===== src/design/okvt_pkg.sv =====
// shared constants, codes and types of the ordered key/value table
package okvt_pkg;

  localparam int TABLE_DEPTH = 16;
  localparam int KEY_WIDTH   = 32;
  localparam int VALUE_WIDTH = 32;

  localparam int IDX_W   = (TABLE_DEPTH > 1) ? $clog2(TABLE_DEPTH) : 1;
  localparam int CNT_W   = $clog2(TABLE_DEPTH + 1);
  localparam int ENTRY_W = KEY_WIDTH + VALUE_WIDTH;

  // fixed field widths of the channels
  localparam int CMD_FIELD_W    = 3;
  localparam int KEY_FIELD_W    = 32;
  localparam int VAL_FIELD_W    = 32;
  localparam int RVAL_FIELD_W   = 32;
  localparam int STATUS_FIELD_W = 2;
  localparam int COUNT_FIELD_W  = 5;

  typedef enum logic [CMD_FIELD_W-1:0] {
    CMD_ADD     = 3'd0,
    CMD_REM_KEY = 3'd1,
    CMD_REM_VAL = 3'd2,
    CMD_LOOKUP  = 3'd3,
    CMD_RD_ERR  = 3'd4
  } cmd_e;

  typedef enum logic [STATUS_FIELD_W-1:0] {
    STAT_OK       = 2'd0,
    STAT_NOTFOUND = 2'd1,
    STAT_FULL     = 2'd2
  } status_e;

  typedef enum logic [1:0] {
    ST_IDLE,
    ST_SCAN,
    ST_RESULT
  } state_e;

endpackage


===== src/design/okvt_if.sv =====
// request and response channel interfaces of the ordered key/value table
interface okvt_req_if;
  import okvt_pkg::*;
  logic                   valid;
  logic                   ready;
  logic [CMD_FIELD_W-1:0] command;
  logic [KEY_FIELD_W-1:0] key;
  logic [VAL_FIELD_W-1:0] entry_value;

  modport source (output valid, output command, output key, output entry_value,
                  input ready);
  modport sink   (input valid, input command, input key, input entry_value,
                  output ready);
endinterface

interface okvt_rsp_if;
  import okvt_pkg::*;
  logic                      valid;
  logic                      ready;
  logic [RVAL_FIELD_W-1:0]   read_value;
  logic [STATUS_FIELD_W-1:0] status;
  logic                      error_code;
  logic [COUNT_FIELD_W-1:0]  entry_count;

  modport source (output valid, output read_value, output status, output error_code,
                  output entry_count, input ready);
  modport sink   (input valid, input read_value, input status, input error_code,
                  input entry_count, output ready);
endinterface


===== src/design/okvt_ram.sv =====
// generic single-write, single-read ram with registered read data
module okvt_ram #(
  parameter int WIDTH = 8,
  parameter int DEPTH = 16
) (
  input  logic                                       clk_i,
  input  logic                                       we_i,
  input  logic [((DEPTH > 1) ? $clog2(DEPTH) : 1)-1:0] waddr_i,
  input  logic [WIDTH-1:0]                           wdata_i,
  input  logic [((DEPTH > 1) ? $clog2(DEPTH) : 1)-1:0] raddr_i,
  output logic [WIDTH-1:0]                           rdata_o
);
  logic [WIDTH-1:0] mem_q [DEPTH];
  logic [WIDTH-1:0] rdata_q;

  always_ff @(posedge clk_i) begin
    if (we_i) begin
      mem_q[waddr_i] <= wdata_i;
    end
    rdata_q <= mem_q[raddr_i];
  end

  assign rdata_o = rdata_q;
endmodule


===== src/design/ordered_key_value_table.sv =====
// top level of the ordered key/value table
// Ordered key/value table: up to TABLE_DEPTH pairs held in insertion order in one
// synchronous ram (key and value side by side), searched linearly. One request is
// worked at a time and gives exactly one response. Add, read-error and unused
// commands go from acceptance straight to the result state. Remove-by-key,
// remove-by-value and lookup walk the entries through the single read port of
// the ram, one entry per cycle, over the entries held at acceptance (lookup
// stops at the first matching key). Removes read entry i and write the
// survivors back at a trailing write pointer in the same pass, closing the gaps.
// A finished response sits in an output register, so the next request is taken
// while it waits; a new response is only loaded once that register is free. The
// ram needs no clearing: only entries below the count are used.
module ordered_key_value_table (
  input  logic        clk_i,
  input  logic        rst_ni,
  okvt_req_if.sink    req_i,
  okvt_rsp_if.source  rsp_o
);
  import okvt_pkg::*;

  // control state
  state_e               state_q, state_d;
  logic [CNT_W-1:0]     count_q, count_d;
  logic                 last_err_q, last_err_d;
  logic                 out_valid_q, out_valid_d;

  // request captured for the scan
  cmd_e                 cmd_q, cmd_d;
  logic [KEY_WIDTH-1:0]   key_q, key_d;
  logic [VALUE_WIDTH-1:0] val_q, val_d;
  logic [IDX_W-1:0]     rd_q, rd_d;      // entry whose data the ram returns now
  logic [CNT_W-1:0]     wr_q, wr_d;      // next slot for a surviving entry

  // pending response
  logic [VALUE_WIDTH-1:0] res_value_q, res_value_d;
  status_e              res_status_q, res_status_d;
  logic                 res_err_q, res_err_d;

  // output register
  logic [RVAL_FIELD_W-1:0]   out_value_q, out_value_d;
  logic [STATUS_FIELD_W-1:0] out_status_q, out_status_d;
  logic                      out_err_q, out_err_d;
  logic [COUNT_FIELD_W-1:0]  out_count_q, out_count_d;

  // ram port
  logic               ram_we;
  logic [IDX_W-1:0]   ram_waddr;
  logic [ENTRY_W-1:0] ram_wdata;
  logic [IDX_W-1:0]   ram_raddr;
  logic [ENTRY_W-1:0] ram_rdata;

  logic                   req_acc;
  logic                   out_free;
  logic                   scan_done;
  logic                   last_entry;
  logic                   hit_key;
  logic                   hit_val;
  logic                   drop;
  logic [KEY_WIDTH-1:0]   key_in;
  logic [VALUE_WIDTH-1:0] val_in;
  logic [KEY_WIDTH-1:0]   rd_key;
  logic [VALUE_WIDTH-1:0] rd_val;
  cmd_e                   req_cmd;

  okvt_ram #(
    .WIDTH (ENTRY_W),
    .DEPTH (TABLE_DEPTH)
  ) u_ram (
    .clk_i   (clk_i),
    .we_i    (ram_we),
    .waddr_i (ram_waddr),
    .wdata_i (ram_wdata),
    .raddr_i (ram_raddr),
    .rdata_o (ram_rdata)
  );

  // one request at a time; the output register decouples the response side
  assign req_i.ready = (state_q == ST_IDLE);
  assign req_acc     = req_i.valid && req_i.ready;
  assign out_free    = !out_valid_q || rsp_o.ready;

  // input bits above the stored widths are ignored
  assign key_in  = KEY_WIDTH'(req_i.key);
  assign val_in  = VALUE_WIDTH'(req_i.entry_value);
  assign req_cmd = cmd_e'(req_i.command);

  assign rd_key     = ram_rdata[ENTRY_W-1:VALUE_WIDTH];
  assign rd_val     = ram_rdata[VALUE_WIDTH-1:0];
  assign hit_key    = (rd_key == key_q);
  assign hit_val    = (rd_val == val_q);
  assign drop       = (cmd_q == CMD_REM_KEY) ? hit_key : hit_val;
  assign last_entry = ((CNT_W'(rd_q) + CNT_W'(1)) == count_q);

  // next state
  always_comb begin
    state_d = state_q;
    unique case (state_q)
      ST_IDLE: begin
        if (req_acc) begin
          if ((req_cmd == CMD_REM_KEY || req_cmd == CMD_REM_VAL || req_cmd == CMD_LOOKUP)
              && (count_q != '0)) begin
            state_d = ST_SCAN;
          end else begin
            state_d = ST_RESULT;
          end
        end
      end
      ST_SCAN: begin
        if (scan_done) begin
          state_d = ST_RESULT;
        end
      end
      ST_RESULT: begin
        if (out_free) begin
          state_d = ST_IDLE;
        end
      end
      default: state_d = ST_IDLE;
    endcase
  end

  // datapath and ram control
  always_comb begin
    count_d      = count_q;
    last_err_d   = last_err_q;
    cmd_d        = cmd_q;
    key_d        = key_q;
    val_d        = val_q;
    rd_d         = rd_q;
    wr_d         = wr_q;
    res_value_d  = res_value_q;
    res_status_d = res_status_q;
    res_err_d    = res_err_q;
    out_valid_d  = out_valid_q && !rsp_o.ready;
    out_value_d  = out_value_q;
    out_status_d = out_status_q;
    out_err_d    = out_err_q;
    out_count_d  = out_count_q;
    ram_we       = 1'b0;
    ram_waddr    = wr_q[IDX_W-1:0];
    ram_wdata    = ram_rdata;
    ram_raddr    = '0;
    scan_done    = 1'b0;

    unique case (state_q)
      ST_IDLE: begin
        // the first entry is read while the request is taken
        if (req_acc) begin
          cmd_d        = req_cmd;
          key_d        = key_in;
          val_d        = val_in;
          rd_d         = '0;
          wr_d         = '0;
          res_value_d  = '0;
          res_status_d = STAT_OK;
          res_err_d    = 1'b0;
          unique case (req_cmd)
            CMD_ADD: begin
              if (count_q < CNT_W'(TABLE_DEPTH)) begin
                ram_we    = 1'b1;
                ram_waddr = count_q[IDX_W-1:0];
                ram_wdata = {key_in, val_in};
                count_d   = count_q + CNT_W'(1);
              end else begin
                res_status_d = STAT_FULL;
              end
            end
            CMD_LOOKUP: begin
              // empty table: miss without a scan
              if (count_q == '0) begin
                res_status_d = STAT_NOTFOUND;
                last_err_d   = 1'b1;
              end
            end
            CMD_RD_ERR: begin
              res_err_d  = last_err_q;
              last_err_d = 1'b0;
            end
            default: ;
          endcase
        end
      end
      ST_SCAN: begin
        ram_raddr = rd_q + IDX_W'(1);
        rd_d      = rd_q + IDX_W'(1);
        if (cmd_q == CMD_LOOKUP) begin
          if (hit_key) begin
            res_value_d = rd_val;
            last_err_d  = 1'b0;
            scan_done   = 1'b1;
          end else if (last_entry) begin
            res_status_d = STAT_NOTFOUND;
            last_err_d   = 1'b1;
            scan_done    = 1'b1;
          end
        end else begin
          // survivors move down to the write pointer, which never passes the read one
          if (!drop) begin
            ram_we = 1'b1;
            wr_d   = wr_q + CNT_W'(1);
          end
          if (last_entry) begin
            count_d   = wr_q + CNT_W'(!drop);
            scan_done = 1'b1;
          end
        end
      end
      ST_RESULT: begin
        if (out_free) begin
          out_valid_d  = 1'b1;
          out_value_d  = RVAL_FIELD_W'(res_value_q);
          out_status_d = res_status_q;
          out_err_d    = res_err_q;
          out_count_d  = COUNT_FIELD_W'(count_q);
        end
      end
      default: ;
    endcase
  end

  // control registers
  always_ff @(posedge clk_i or negedge rst_ni) begin
    if (!rst_ni) begin
      state_q     <= ST_IDLE;
      count_q     <= '0;
      last_err_q  <= 1'b0;
      out_valid_q <= 1'b0;
    end else begin
      state_q     <= state_d;
      count_q     <= count_d;
      last_err_q  <= last_err_d;
      out_valid_q <= out_valid_d;
    end
  end

  // payload registers
  always_ff @(posedge clk_i) begin
    cmd_q        <= cmd_d;
    key_q        <= key_d;
    val_q        <= val_d;
    rd_q         <= rd_d;
    wr_q         <= wr_d;
    res_value_q  <= res_value_d;
    res_status_q <= res_status_d;
    res_err_q    <= res_err_d;
    out_value_q  <= out_value_d;
    out_status_q <= out_status_d;
    out_err_q    <= out_err_d;
    out_count_q  <= out_count_d;
  end

  assign rsp_o.valid       = out_valid_q;
  assign rsp_o.read_value  = out_value_q;
  assign rsp_o.status      = out_status_q;
  assign rsp_o.error_code  = out_err_q;
  assign rsp_o.entry_count = out_count_q;

endmodule


===== src/flat_wrapper.sv =====
// flat-port wrapper written by rule: the top's interface ports become plain ports
module ordered_key_value_table_flat import okvt_pkg::*;
  (clk_i, rst_ni, req_i_valid, req_i_command, req_i_key, req_i_entry_value, req_i_ready, rsp_o_valid, rsp_o_read_value, rsp_o_status, rsp_o_error_code, rsp_o_entry_count, rsp_o_ready);
  okvt_req_if req_i_i ();
  okvt_rsp_if rsp_o_i ();
  input  logic clk_i;
  input  logic rst_ni;
  input wire logic [$bits(req_i_i.valid)-1:0] req_i_valid;
  input wire logic [$bits(req_i_i.command)-1:0] req_i_command;
  input wire logic [$bits(req_i_i.key)-1:0] req_i_key;
  input wire logic [$bits(req_i_i.entry_value)-1:0] req_i_entry_value;
  output wire logic [$bits(req_i_i.ready)-1:0] req_i_ready;
  output wire logic [$bits(rsp_o_i.valid)-1:0] rsp_o_valid;
  output wire logic [$bits(rsp_o_i.read_value)-1:0] rsp_o_read_value;
  output wire logic [$bits(rsp_o_i.status)-1:0] rsp_o_status;
  output wire logic [$bits(rsp_o_i.error_code)-1:0] rsp_o_error_code;
  output wire logic [$bits(rsp_o_i.entry_count)-1:0] rsp_o_entry_count;
  input wire logic [$bits(rsp_o_i.ready)-1:0] rsp_o_ready;
  assign req_i_i.valid = req_i_valid;
  assign req_i_i.command = req_i_command;
  assign req_i_i.key = req_i_key;
  assign req_i_i.entry_value = req_i_entry_value;
  assign req_i_ready = req_i_i.ready;
  assign rsp_o_valid = rsp_o_i.valid;
  assign rsp_o_read_value = rsp_o_i.read_value;
  assign rsp_o_status = rsp_o_i.status;
  assign rsp_o_error_code = rsp_o_i.error_code;
  assign rsp_o_entry_count = rsp_o_i.entry_count;
  assign rsp_o_i.ready = rsp_o_ready;
  ordered_key_value_table u_core (.clk_i(clk_i), .rst_ni(rst_ni), .req_i(req_i_i), .rsp_o(rsp_o_i));
endmodule

===== config.mk =====
export PLATFORM = sky130hd
export DESIGN_NAME = ordered_key_value_table_flat
export DESIGN_NICKNAME = d
export VERILOG_FILES = /design/src/design/okvt_pkg.sv /design/src/design/okvt_if.sv /design/src/design/okvt_ram.sv /design/src/design/ordered_key_value_table.sv /design/src/flat_wrapper.sv
export SDC_FILE = /design/constraint.sdc
export NUM_CORES = 1
export LEC_CHECK = 0
export ABC_AREA = 1
export BUFFER_PORTS_ARGS = -buffer_cell sky130_fd_sc_hd__clkbuf_2
export CORE_ASPECT_RATIO = 0.8
export CORE_MARGIN = 4
export CORE_UTILIZATION = 30
export DETAILED_ROUTE_END_ITERATION = 7
export SYNTH_ARGS = -nofsm -noshare
export SYNTH_HDL_FRONTEND = slang
export SYNTH_HIERARCHICAL = 1
export SYNTH_SLANG_ARGS = --single-unit

===== constraint.sdc =====
create_clock -name clk_i -period 9.6 [get_ports clk_i]
set_input_delay 0 -clock clk_i [delete_from_list [all_inputs] [get_ports clk_i]]
set_output_delay 0 -clock clk_i [all_outputs]
set_load 0.05 [all_outputs]

==> out/qor.txt, run 1 <==
CLOCK TREE
-------------------------------------------------------------------------------------------
CTS root buffer                                                                sky130_fd_sc_hd__clkbuf_16
Clk sink count                                                                         1248
Buffers from clock root to sink, at most                                                  3
Clock slew seen by the registers of the worst setup and hold paths                    70 ps
Deepest level of the CTS H-tree                                                           3
Worst-Skew Late Latency                                                              750 ps
Number of buffers created by CTS                                                        115
Post-CTS setup buffers                                                                    0
CTS tree                                                                              built

CRITICAL PATH
-------------------------------------------------------------------------------------------
CP Data Required Time                                                               9940 ps
Crit Path Class                                                                flip-flop to flip-flop
Worst endpoint data arrival time                                                    5340 ps
Worst reg2reg setup slack                                                           4600 ps
Launch instance of the worst register-to-register path                         u_core/state_q[0]
Capture point of the worst reg-to-reg path                                     u_core/u_ram/mem_q[12][53]
Worst Reg2Reg Path Length in Cells                                                        9
Worst Setup SP                                                                 u_core/state_q[0]
Critical path launch point type                                                   flip-flop
Crit path max fanout                                                                     50
Crit. End Element                                                                 flip-flop
Worst setup path endpoint                                                      u_core/u_ram/mem_q[12][53]

TIMING
-------------------------------------------------------------------------------------------
Actual slew at the worst max-slew pin                                               1330 ps
Unrepaired setup endpoints after global routing                                       false
Min Tclk post-route                                                                 5000 ps
Maximum operating frequency                                                       0.200 GHz
Setup skew after layout                                                             53.3 ps
Total setup violations reported at the end of the flow                                    0
Final max-slew violation count                                                            0
Hold Violations, Final                                                                    0
Slew margin rel.                                                                      11.0%
Worst hold slack                                                                    41.2 ps
Period Utilization, post-route                                                        52.1%
Fin worst setup slack                                                               4600 ps
Setup TNS                                                                              0 ps

FLOORPLAN
-------------------------------------------------------------------------------------------
Initial Utilization                                                                   30.2%
Placeable core region                                                            175000 um2
I/O Pins                                                                                113
Die outline width                                                                    477 um
Die Outline Area                                                                 183000 um2
Die Ht                                                                               383 um
Row count                                                                               137

CELLS AND AREA
-------------------------------------------------------------------------------------------
Growth of design area from synthesis to finish                                        13.9%
Fill cell instance count of the final layout                                          17200
Net count of the finished layout                                                       5162
Post-layout util                                                                      34.4%
Layout cells sized above 1                                                            7.62%
Footprint of the multi-input gates                                                11500 um2
Sequential Area                                                                   36800 um2

YOSYS
-------------------------------------------------------------------------------------------
Synth Area in XOR/XNOR                                                               0.896%
Leading register cell type out of synthesis                                    sky130_fd_sc_hd__edfxtp_1
Share of synthesized registers carrying an async set or reset                        0.721%
Share of synthesized cell area in and, or, nand and nor gates                         19.5%
Yosys top cell area share                                                             66.9%
Number of flops mapped to enable cells by yosys                                        1175
Fraction of synthesized area in multiplexers                                        0.0379%
Area share of fa/ha/maj cells after synthesis                                        0.142%
Ys Warns                                                                                  6
Register area share after synthesis                                                   69.7%
Syn_area_per_cell                                                                  10.7 um2
Top-count cell post-synth                                                      sky130_fd_sc_hd__nand2_1
Instance count of the mapped netlist                                                   4931
Top area cells in the synthesized netlist                                      sky130_fd_sc_hd__edfxtp_1, sky130_fd_sc_hd__nand2_1, sky130_fd_sc_hd__nand3_1
Leading cell types by count after synthesis                                    sky130_fd_sc_hd__nand2_1, sky130_fd_sc_hd__edfxtp_1, sky130_fd_sc_hd__inv_1
Yosys reg bits                                                                         1248
Count of cell types in the netlist                                                       39
Synthesized net count                                                                  5008
Cell area after synthesis                                                         52800 um2
Synth Area in Compound Gates                                                         0.764%
Leading area contributor after synthesis                                       sky130_fd_sc_hd__edfxtp_1
Combinational family with the most area after synthesis                        simple AND/OR/NAND/NOR gates

PLACE
-------------------------------------------------------------------------------------------
Worst slack, placed                                                                 4680 ps
Detailed Place HPWL                                                                75200 um
Routability-driven placement congestion ratio                                         0.826
Number of buffers added on ports                                                        112

OUTCOME
-------------------------------------------------------------------------------------------
Outcome                                                                        complete, no violations

POWER AND IR DROP
-------------------------------------------------------------------------------------------
Leakage component of the power                                                      24.5 nW
Switch share                                                                          19.5%
Worst vdd ir                                                                       0.159 mV
Internal power summed over all cells                                                8.45 mW
Cell area power density                                                          175 nW/um2
Combinational power share                                                              0.6%
Sequential share of power                                                             55.8%
Portion of total power attributed to the clock network                                43.6%
Power spent charging and discharging nets                                           2.05 mW

DRT
-------------------------------------------------------------------------------------------
Total number of vias                                                                  34300
DRC viols                                                                                 0
DR WL/cell                                                                          18.7 um
Vias per std cell                                                                      4.59
Detail Route Antenna Nets                                                                 0
Number of design-rule violations left by the first detailed-router iteration           3481
First-pass DRT Iterations                                                                 6
Post-detailed-routing wire length                                                 140000 um

GRT
-------------------------------------------------------------------------------------------
Largest net degree at the start of global routing                                       179
Wire length of the first global-routing pass                                      208000 um
Global route total overflow                                                               0
Initial antenna violation count                                                           4
GRT Total Usage                                                                       14.9%
Number of global-route vias before repair                                             32100

RUN
-------------------------------------------------------------------------------------------
Count of max-cap constraint violations                                                    0

HOLD PATH
-------------------------------------------------------------------------------------------
Tightest Hold Check Type                                                       input pin to flip-flop

==> timing repair <==
action | 4_1_cts | 5_1_grt
hold buffers | 83 | 0
resized for setup | 0 | 0
endpoints found under the hold margin | 736 | 0
==> critical path: stages (launching register included) <==
cell and delay (ps):
sky130_fd_sc_hd__dfrtp_1 430, sky130_fd_sc_hd__inv_1 80, sky130_fd_sc_hd__nor2_2 570, sky130_fd_sc_hd__inv_2 590
sky130_fd_sc_hd__nor2_1 320, sky130_fd_sc_hd__nand3_1 250, sky130_fd_sc_hd__nand2_1 210, sky130_fd_sc_hd__nand3_1 350
sky130_fd_sc_hd__nor2_4 1000, sky130_fd_sc_hd__buf_4 780
==> layout make-up <==
type / instances / area share [%]
inverters: 853 / 5.38
flip-flops and latches: 1248 / 61.2
well taps: 2293 / 4.77
multi-input cells: 2598 / 19.1
clock buffers: 163 / 5.31
diodes: 2 / 0.00833
repair buffers: 269 / 3.30
clock inverters: 52 / 0.906
==> sequential cells by signal, summed over array words and instances, names as in the netlist, 32 cells and up <==
name,cells
u_core/u_ram/rdata_o,64
u_core/res_value_q,32
u_core/key_q,32
u_core/val_q,32
u_core/u_ram/mem_q,1024
u_core/rsp_o.read_value,32
==> cell families (layout without fill, tap and decap cells) <==
family | Yosys count | in the layout
simple gates | 2459 | 2459
flops | 1248 | 1248
buf+inv | 1085 | 1337
compound gates | 77 | 77
xor+xnor | 54 | 54
fa+ha+maj | 6 | 6
mux | 2 | 2
other cells | 0 | 2
==> metal layers <==
metal | share of wire (%) | global-route usage (%) | up-vias
met5 | 0 | 0 | -
li1 | - | - | 16300
met1 | 46 | 21.6 | 16500
met3 | 8.8 | 3.42 | 182
met2 | 44 | 22.6 | 1334
met4 | 2.0 | 3.45 | 0
==> worst min-delay path by stage <==
| stage | from | end | slack, ps | depth (start not counted) |
|---|---|---|---|---|
| after floorplan | rst_ni | u_core/count_q[0] | -300 | 0 |
| after global placement | rst_ni | u_core/rsp_o.valid | -130 | 1 |
| after detailed placement | rst_ni | u_core/rsp_o.valid | -130 | 1 |
| after CTS | req_i_entry_value[29] | u_core/val_q[29] | 0.05 | 2 |
| after global routing | req_i_key[29] | u_core/key_q[29] | 30 | 2 |
| final | req_i_key[30] | u_core/key_q[30] | 40 | 2 |
==> per-stage QoR <==
stage | cells | total power, mW | area [um2]
global route | 7476 | 10.8 | 60100
floorplan | 4931 | 5.98 | 52800
detailed placement | 7178 | 6.02 | 55500
global placement | 7178 | 6.02 | 55500
CTS | 7476 | 10.6 | 60100
finish | 7478 | 10.5 | 60100
==> cells in the final DEF, fill, tap and decap left out, types with 3 or more instances in the layout <==
cell,count
sky130_fd_sc_hd__inv_6,4
sky130_fd_sc_hd__nor2_4,23
sky130_fd_sc_hd__dfxtp_1,64
sky130_fd_sc_hd__clkbuf_2,112
sky130_fd_sc_hd__a21oi_1,5
sky130_fd_sc_hd__o21ai_2,6
sky130_fd_sc_hd__clkinvlp_4,3
sky130_fd_sc_hd__nand2_1,1561
sky130_fd_sc_hd__nand4_1,5
sky130_fd_sc_hd__nor3_1,6
sky130_fd_sc_hd__dlygate4sd3_1,83
sky130_fd_sc_hd__xnor2_1,41
sky130_fd_sc_hd__clkbuf_16,116
sky130_fd_sc_hd__dfrtp_1,9
sky130_fd_sc_hd__o21ai_0,37
sky130_fd_sc_hd__o21ai_1,22
sky130_fd_sc_hd__clkbuf_8,11
sky130_fd_sc_hd__nor2_1,61
sky130_fd_sc_hd__inv_2,4
sky130_fd_sc_hd__buf_12,3
sky130_fd_sc_hd__clkinv_1,18
sky130_fd_sc_hd__buf_4,71
sky130_fd_sc_hd__xor2_1,13
sky130_fd_sc_hd__ha_1,6
sky130_fd_sc_hd__bufinv_16,9
sky130_fd_sc_hd__inv_1,844
sky130_fd_sc_hd__edfxtp_1,1175
sky130_fd_sc_hd__clkbuf_1,36
sky130_fd_sc_hd__clkinv_2,15
sky130_fd_sc_hd__nand3_1,790
==> power groups by stage <==
stage / sequential, mW / combinational [mW] / clock [mW]
after floorplan: 5.98 / 0.000994 / 0
after global placement: 5.98 / 0.0361 / 0
after detailed placement: 5.98 / 0.0363 / 0
after CTS: 5.86 / 0.0657 / 4.68
after global routing: 5.86 / 0.0674 / 4.91
final: 5.86 / 0.0623 / 4.58
(Power assumes the default switching activity.)
==> inputs of run 2 (changes only) <==
--- a/config.mk
+++ b/config.mk
@@ -5,7 +5,7 @@
 export SDC_FILE = /design/constraint.sdc
 export NUM_CORES = 1
 export LEC_CHECK = 0
-export ABC_AREA = 1
+export ABC_AREA = 0
 export BUFFER_PORTS_ARGS = -buffer_cell sky130_fd_sc_hd__clkbuf_2
 export CORE_ASPECT_RATIO = 0.8
 export CORE_MARGIN = 4
==> constraint.sdc (replaced) <==
create_clock -name clk_i -period 4.6 [get_ports clk_i]
set_input_delay 0 -clock clk_i [delete_from_list [all_inputs] [get_ports clk_i]]
set_output_delay 0 -clock clk_i [all_outputs]
set_load 0.05 [all_outputs]
==> out/qor.txt, run 2 <==
TIMING
-------------------------------------------------------------------------------------------
Maximum operating frequency                                                       0.230 GHz   +15%
Worst hold slack                                                                    41.7 ps   +0.502 ps
Total setup violations reported at the end of the flow                                    0   unchanged
Actual slew at the worst max-slew pin                                               1150 ps   -185 ps
Final max-slew violation count                                                            0   unchanged
Setup skew after layout                                                             25.1 ps   -28.2 ps
Period Utilization, post-route                                                        94.4%   +42 points
Setup TNS                                                                              0 ps   unchanged
Slew margin rel.                                                                      23.2%   +12 points
Hold Violations, Final                                                                    0   unchanged
Unrepaired setup endpoints after global routing                                       false
Min Tclk post-route                                                                 4340 ps   -659 ps

CELLS AND AREA
-------------------------------------------------------------------------------------------
Commonest non-fill, non-tap cells in the layout                                sky130_fd_sc_hd__edfxtp_1, sky130_fd_sc_hd__nand2_1, sky130_fd_sc_hd__mux4_2
Layout cells sized above 1                                                            24.5%   +17 points
Net count of the finished layout                                                       2616   -49%
Design Area, Final                                                                55400 um2   -7.9%
Non-filler instance count after layout                                                 4675   -37%
Growth of design area from synthesis to finish                                        18.1%
Number of flip-flops in the largest register                                           1024   unchanged
Register with the most flip-flops                                              u_core/u_ram/mem_q
Fill cell instance count of the final layout                                          14200   -17%
Most frequent standard cell in the layout excluding fill and tap cells         sky130_fd_sc_hd__edfxtp_1

POWER AND IR DROP
-------------------------------------------------------------------------------------------
Worst vdd ir                                                                       0.325 mV   +100%
Internal power summed over all cells                                                23.3 mW   +180%
Switch share                                                                          30.1%   +11 points
Power spent charging and discharging nets                                           10.0 mW   +390%
Cell area power density                                                          601 nW/um2   +240%
Power after layout                                                                  33.3 mW   +220%
Portion of total power attributed to the clock network                                30.4%   -13 points
Leakage component of the power                                                      17.6 nW   -28%
Sequential share of power                                                             47.9%   -7.9 points
Combinational power share                                                             21.6%   +21 points

YOSYS
-------------------------------------------------------------------------------------------
Cell area after synthesis                                                         46900 um2   -11%
Count of cell types in the netlist                                                       53   +36%
Instance count of the mapped netlist                                                   2261   -54%
Syn_area_per_cell                                                                  20.7 um2   +94%
Top area cells in the synthesized netlist                                      sky130_fd_sc_hd__edfxtp_1, sky130_fd_sc_hd__mux4_2, sky130_fd_sc_hd__dfxtp_1
Register area share after synthesis                                                   78.5%   +8.7 points
Yosys reg bits                                                                         1248   unchanged
Leading area contributor after synthesis                                       sky130_fd_sc_hd__edfxtp_1
Share of synthesized registers carrying an async set or reset                        0.721%   unchanged
Leading register cell type out of synthesis                                    sky130_fd_sc_hd__edfxtp_1
Synthesized net count                                                                  2338   -53%
Number of flops mapped to enable cells by yosys                                        1175   unchanged
Top-count cell post-synth                                                      sky130_fd_sc_hd__edfxtp_1
Leading cell types by count after synthesis                                    sky130_fd_sc_hd__edfxtp_1, sky130_fd_sc_hd__nand2_1, sky130_fd_sc_hd__mux4_2
Yosys top cell area share                                                             75.2%   +8.4 points
Ys Warns                                                                                  6   unchanged

CRITICAL PATH
-------------------------------------------------------------------------------------------
Critical path launch point type                                                   flip-flop
Worst Reg2Reg Path Length in Cells                                                        8   -1
Capture point of the worst reg-to-reg path                                     u_core/u_ram/mem_q[15][36]
Launch instance of the worst register-to-register path                         u_core/count_q[4]
Worst path most repeated cell                                                  sky130_fd_sc_hd__buf_4
CP Data Required Time                                                               4970 ps   -4970 ps
Worst Setup SP                                                                 u_core/count_q[4]
Worst reg2reg setup slack                                                            260 ps   -4340 ps
Worst endpoint data arrival time                                                    4710 ps   -630 ps
Crit path max fanout                                                                     39   -22%
Slowest CP cell                                                                sky130_fd_sc_hd__nor2_4
Worst setup path endpoint                                                      u_core/u_ram/mem_q[15][36]
Crit. End Element                                                                 flip-flop
Slowest stage delay, CP                                                              960 ps   -40 ps
Crit path cell chain                                                           or4_1, or2_4, buf_4, o21ai_0, buf_4, nand2_1, nor2_4, buf_12
Crit Path Class                                                                flip-flop to flip-flop

CLOCK TREE
-------------------------------------------------------------------------------------------
CTS tree                                                                              built
CTS root buffer                                                                sky130_fd_sc_hd__clkbuf_16
Post-CTS Hold Buffers                                                                    80   -3.6%
Worst-Skew Late Latency                                                              730 ps   -20 ps
Number of buffers created by CTS                                                        131   +14%
Post-CTS setup buffers                                                                    0   unchanged
Clock slew seen by the registers of the worst setup and hold paths                    60 ps   about the same
PostCTS Resize Cnt                                                                        0   unchanged
Deepest level of the CTS H-tree                                                           4   +1
Buffers from clock root to sink, at most                                                  3   unchanged
Clk sink count                                                                         1248   unchanged

HOLD PATH
-------------------------------------------------------------------------------------------
Tightest Hold Check Type                                                       input pin to flip-flop

PLACE
-------------------------------------------------------------------------------------------
Number of buffers added on ports                                                        112   unchanged
Standard cell area after detailed placement                                       50400 um2   -9.2%
Detailed Place HPWL                                                                70600 um   -6.1%
DP Cell Count                                                                          4356   -39%
Routability-driven placement congestion ratio                                         0.817   -1.1%

GRT
-------------------------------------------------------------------------------------------
GRT Total Usage                                                                       14.2%   -0.67 points
Initial antenna violation count                                                           9   +5
Number of global-route vias before repair                                             23300   -27%
Global route total overflow                                                               0   unchanged
Largest net degree at the start of global routing                                        65   -64%
Wire length of the first global-routing pass                                      170000 um   -18%

FLOORPLAN
-------------------------------------------------------------------------------------------
Die Outline Area                                                                 163000 um2   -11%
Initial Utilization                                                                   30.3%   +0.056 points
Row count                                                                               129   -5.8%
Placeable core region                                                            155000 um2   -11%
I/O Pins                                                                                113   unchanged
Die Ht                                                                               362 um   -5.6%
Die outline width                                                                    450 um   -5.6%

DRT
-------------------------------------------------------------------------------------------
First-pass DRT Iterations                                                                 5   -1
Detail Route Antenna Nets                                                                 0   unchanged
Post-detailed-routing wire length                                                 117000 um   -16%
Number of design-rule violations left by the first detailed-router iteration           2596   -25%
Vias per std cell                                                                      4.98   +8.5%
DRC viols                                                                                 0   unchanged
DR WL/cell                                                                          25.0 um   +34%
Total number of vias                                                                  23300   -32%

RUN
-------------------------------------------------------------------------------------------
Count of max-cap constraint violations                                                    0   unchanged

OUTCOME
-------------------------------------------------------------------------------------------
Outcome                                                                        complete, no violations

-- run 2: changes by cell type after synthesis, moves of 106 or more --
cell	delta
sky130_fd_sc_hd__mux4_2	+256
sky130_fd_sc_hd__a22oi_1	+129
sky130_fd_sc_hd__nand2_1	-1289
sky130_fd_sc_hd__inv_1	-841
sky130_fd_sc_hd__buf_2	-106
sky130_fd_sc_hd__nand3_1	-779
-- run 2: worst max-delay path, delay by kind of cell (launching register included) --
kind,cells,cell delay [ps]
AO/OA/AOI/OAI,1,300
buffers and inverters,3,960
flip-flops,1,450
AND/OR/NAND/NOR,4,2190
-- run 2: how the worst min path moves through the flow --
stage                    startpoint                 end  slack (ps)  depth (start not counted)
3_5_place_dp                 rst_ni  u_core/rsp_o.valid         -60                          1
3_3_place_gp                 rst_ni  u_core/rsp_o.valid         -50                          1
6_report       req_i_entry_value[8]     u_core/val_q[8]          40                          2
2_1_floorplan                rst_ni   u_core/count_q[0]        -300                          0
4_1_cts        req_i_entry_value[8]     u_core/val_q[8]         0.5                          2
5_1_grt        req_i_entry_value[8]     u_core/val_q[8]          20                          2
-- run 2: layout make-up --
type	instances	area, um2	share of cell area, %
clock inverters	70	601	1.08
diodes	2	5.00	0.00904
well taps	2030	2540	4.59
multi-input cells	902	9730	17.6
clock buffers	167	3520	6.35
flip-flops and latches	1248	36800	66.4
inverters	4	17.5	0.0316
repair buffers	252	2160	3.91
-- run 2: power by group through the flow --
stage | clock network (mW) | logic [mW] | registers, mW
global placement | 0 | 7.15 | 16.2
finish | 10.1 | 7.19 | 15.9
floorplan | 0 | 3.98 | 16.4
CTS | 10.3 | 7.28 | 16.0
detailed placement | 0 | 7.21 | 16.2
global route | 10.8 | 7.76 | 16.1
-- run 2: logic make-up (layout without fill, tap and decap cells) --
group                      count (synthesis)  after routing  synth area share [%]
buffers and inverters                    111            493                  1.21
DFF                                     1248           1248                  78.5
other                                      0              2                     0
xor gates and xnor gates                  76             76                  1.48
adders and majority gates                  6              6                 0.160
muxes                                    258            258                  12.3
AOI/OAI and AO/OA                        164            164                  2.65
and+or+nand+nor                          398            398                  3.70
-- run 2: metal layers --
layer / vias to the layer above / GRT usage, % / wire, um
li1: 9772 / - / -
met1: 12400 / 20.4 / 51200
met2: 885 / 22.0 / 54400
met3: 183 / 2.97 / 8460
met4: 6 / 3.80 / 2750
met5: - / 0 / 41
-- run 2: metrics by stage --
step / setup WS (ps) / util [%]
2_1_floorplan: -521 / -
3_3_place_gp: 353 / 32.6
3_5_place_dp: 282 / 32.6
4_1_cts: 261 / 35.7
5_1_grt: 122 / 35.7
6_report: 260 / 35.7
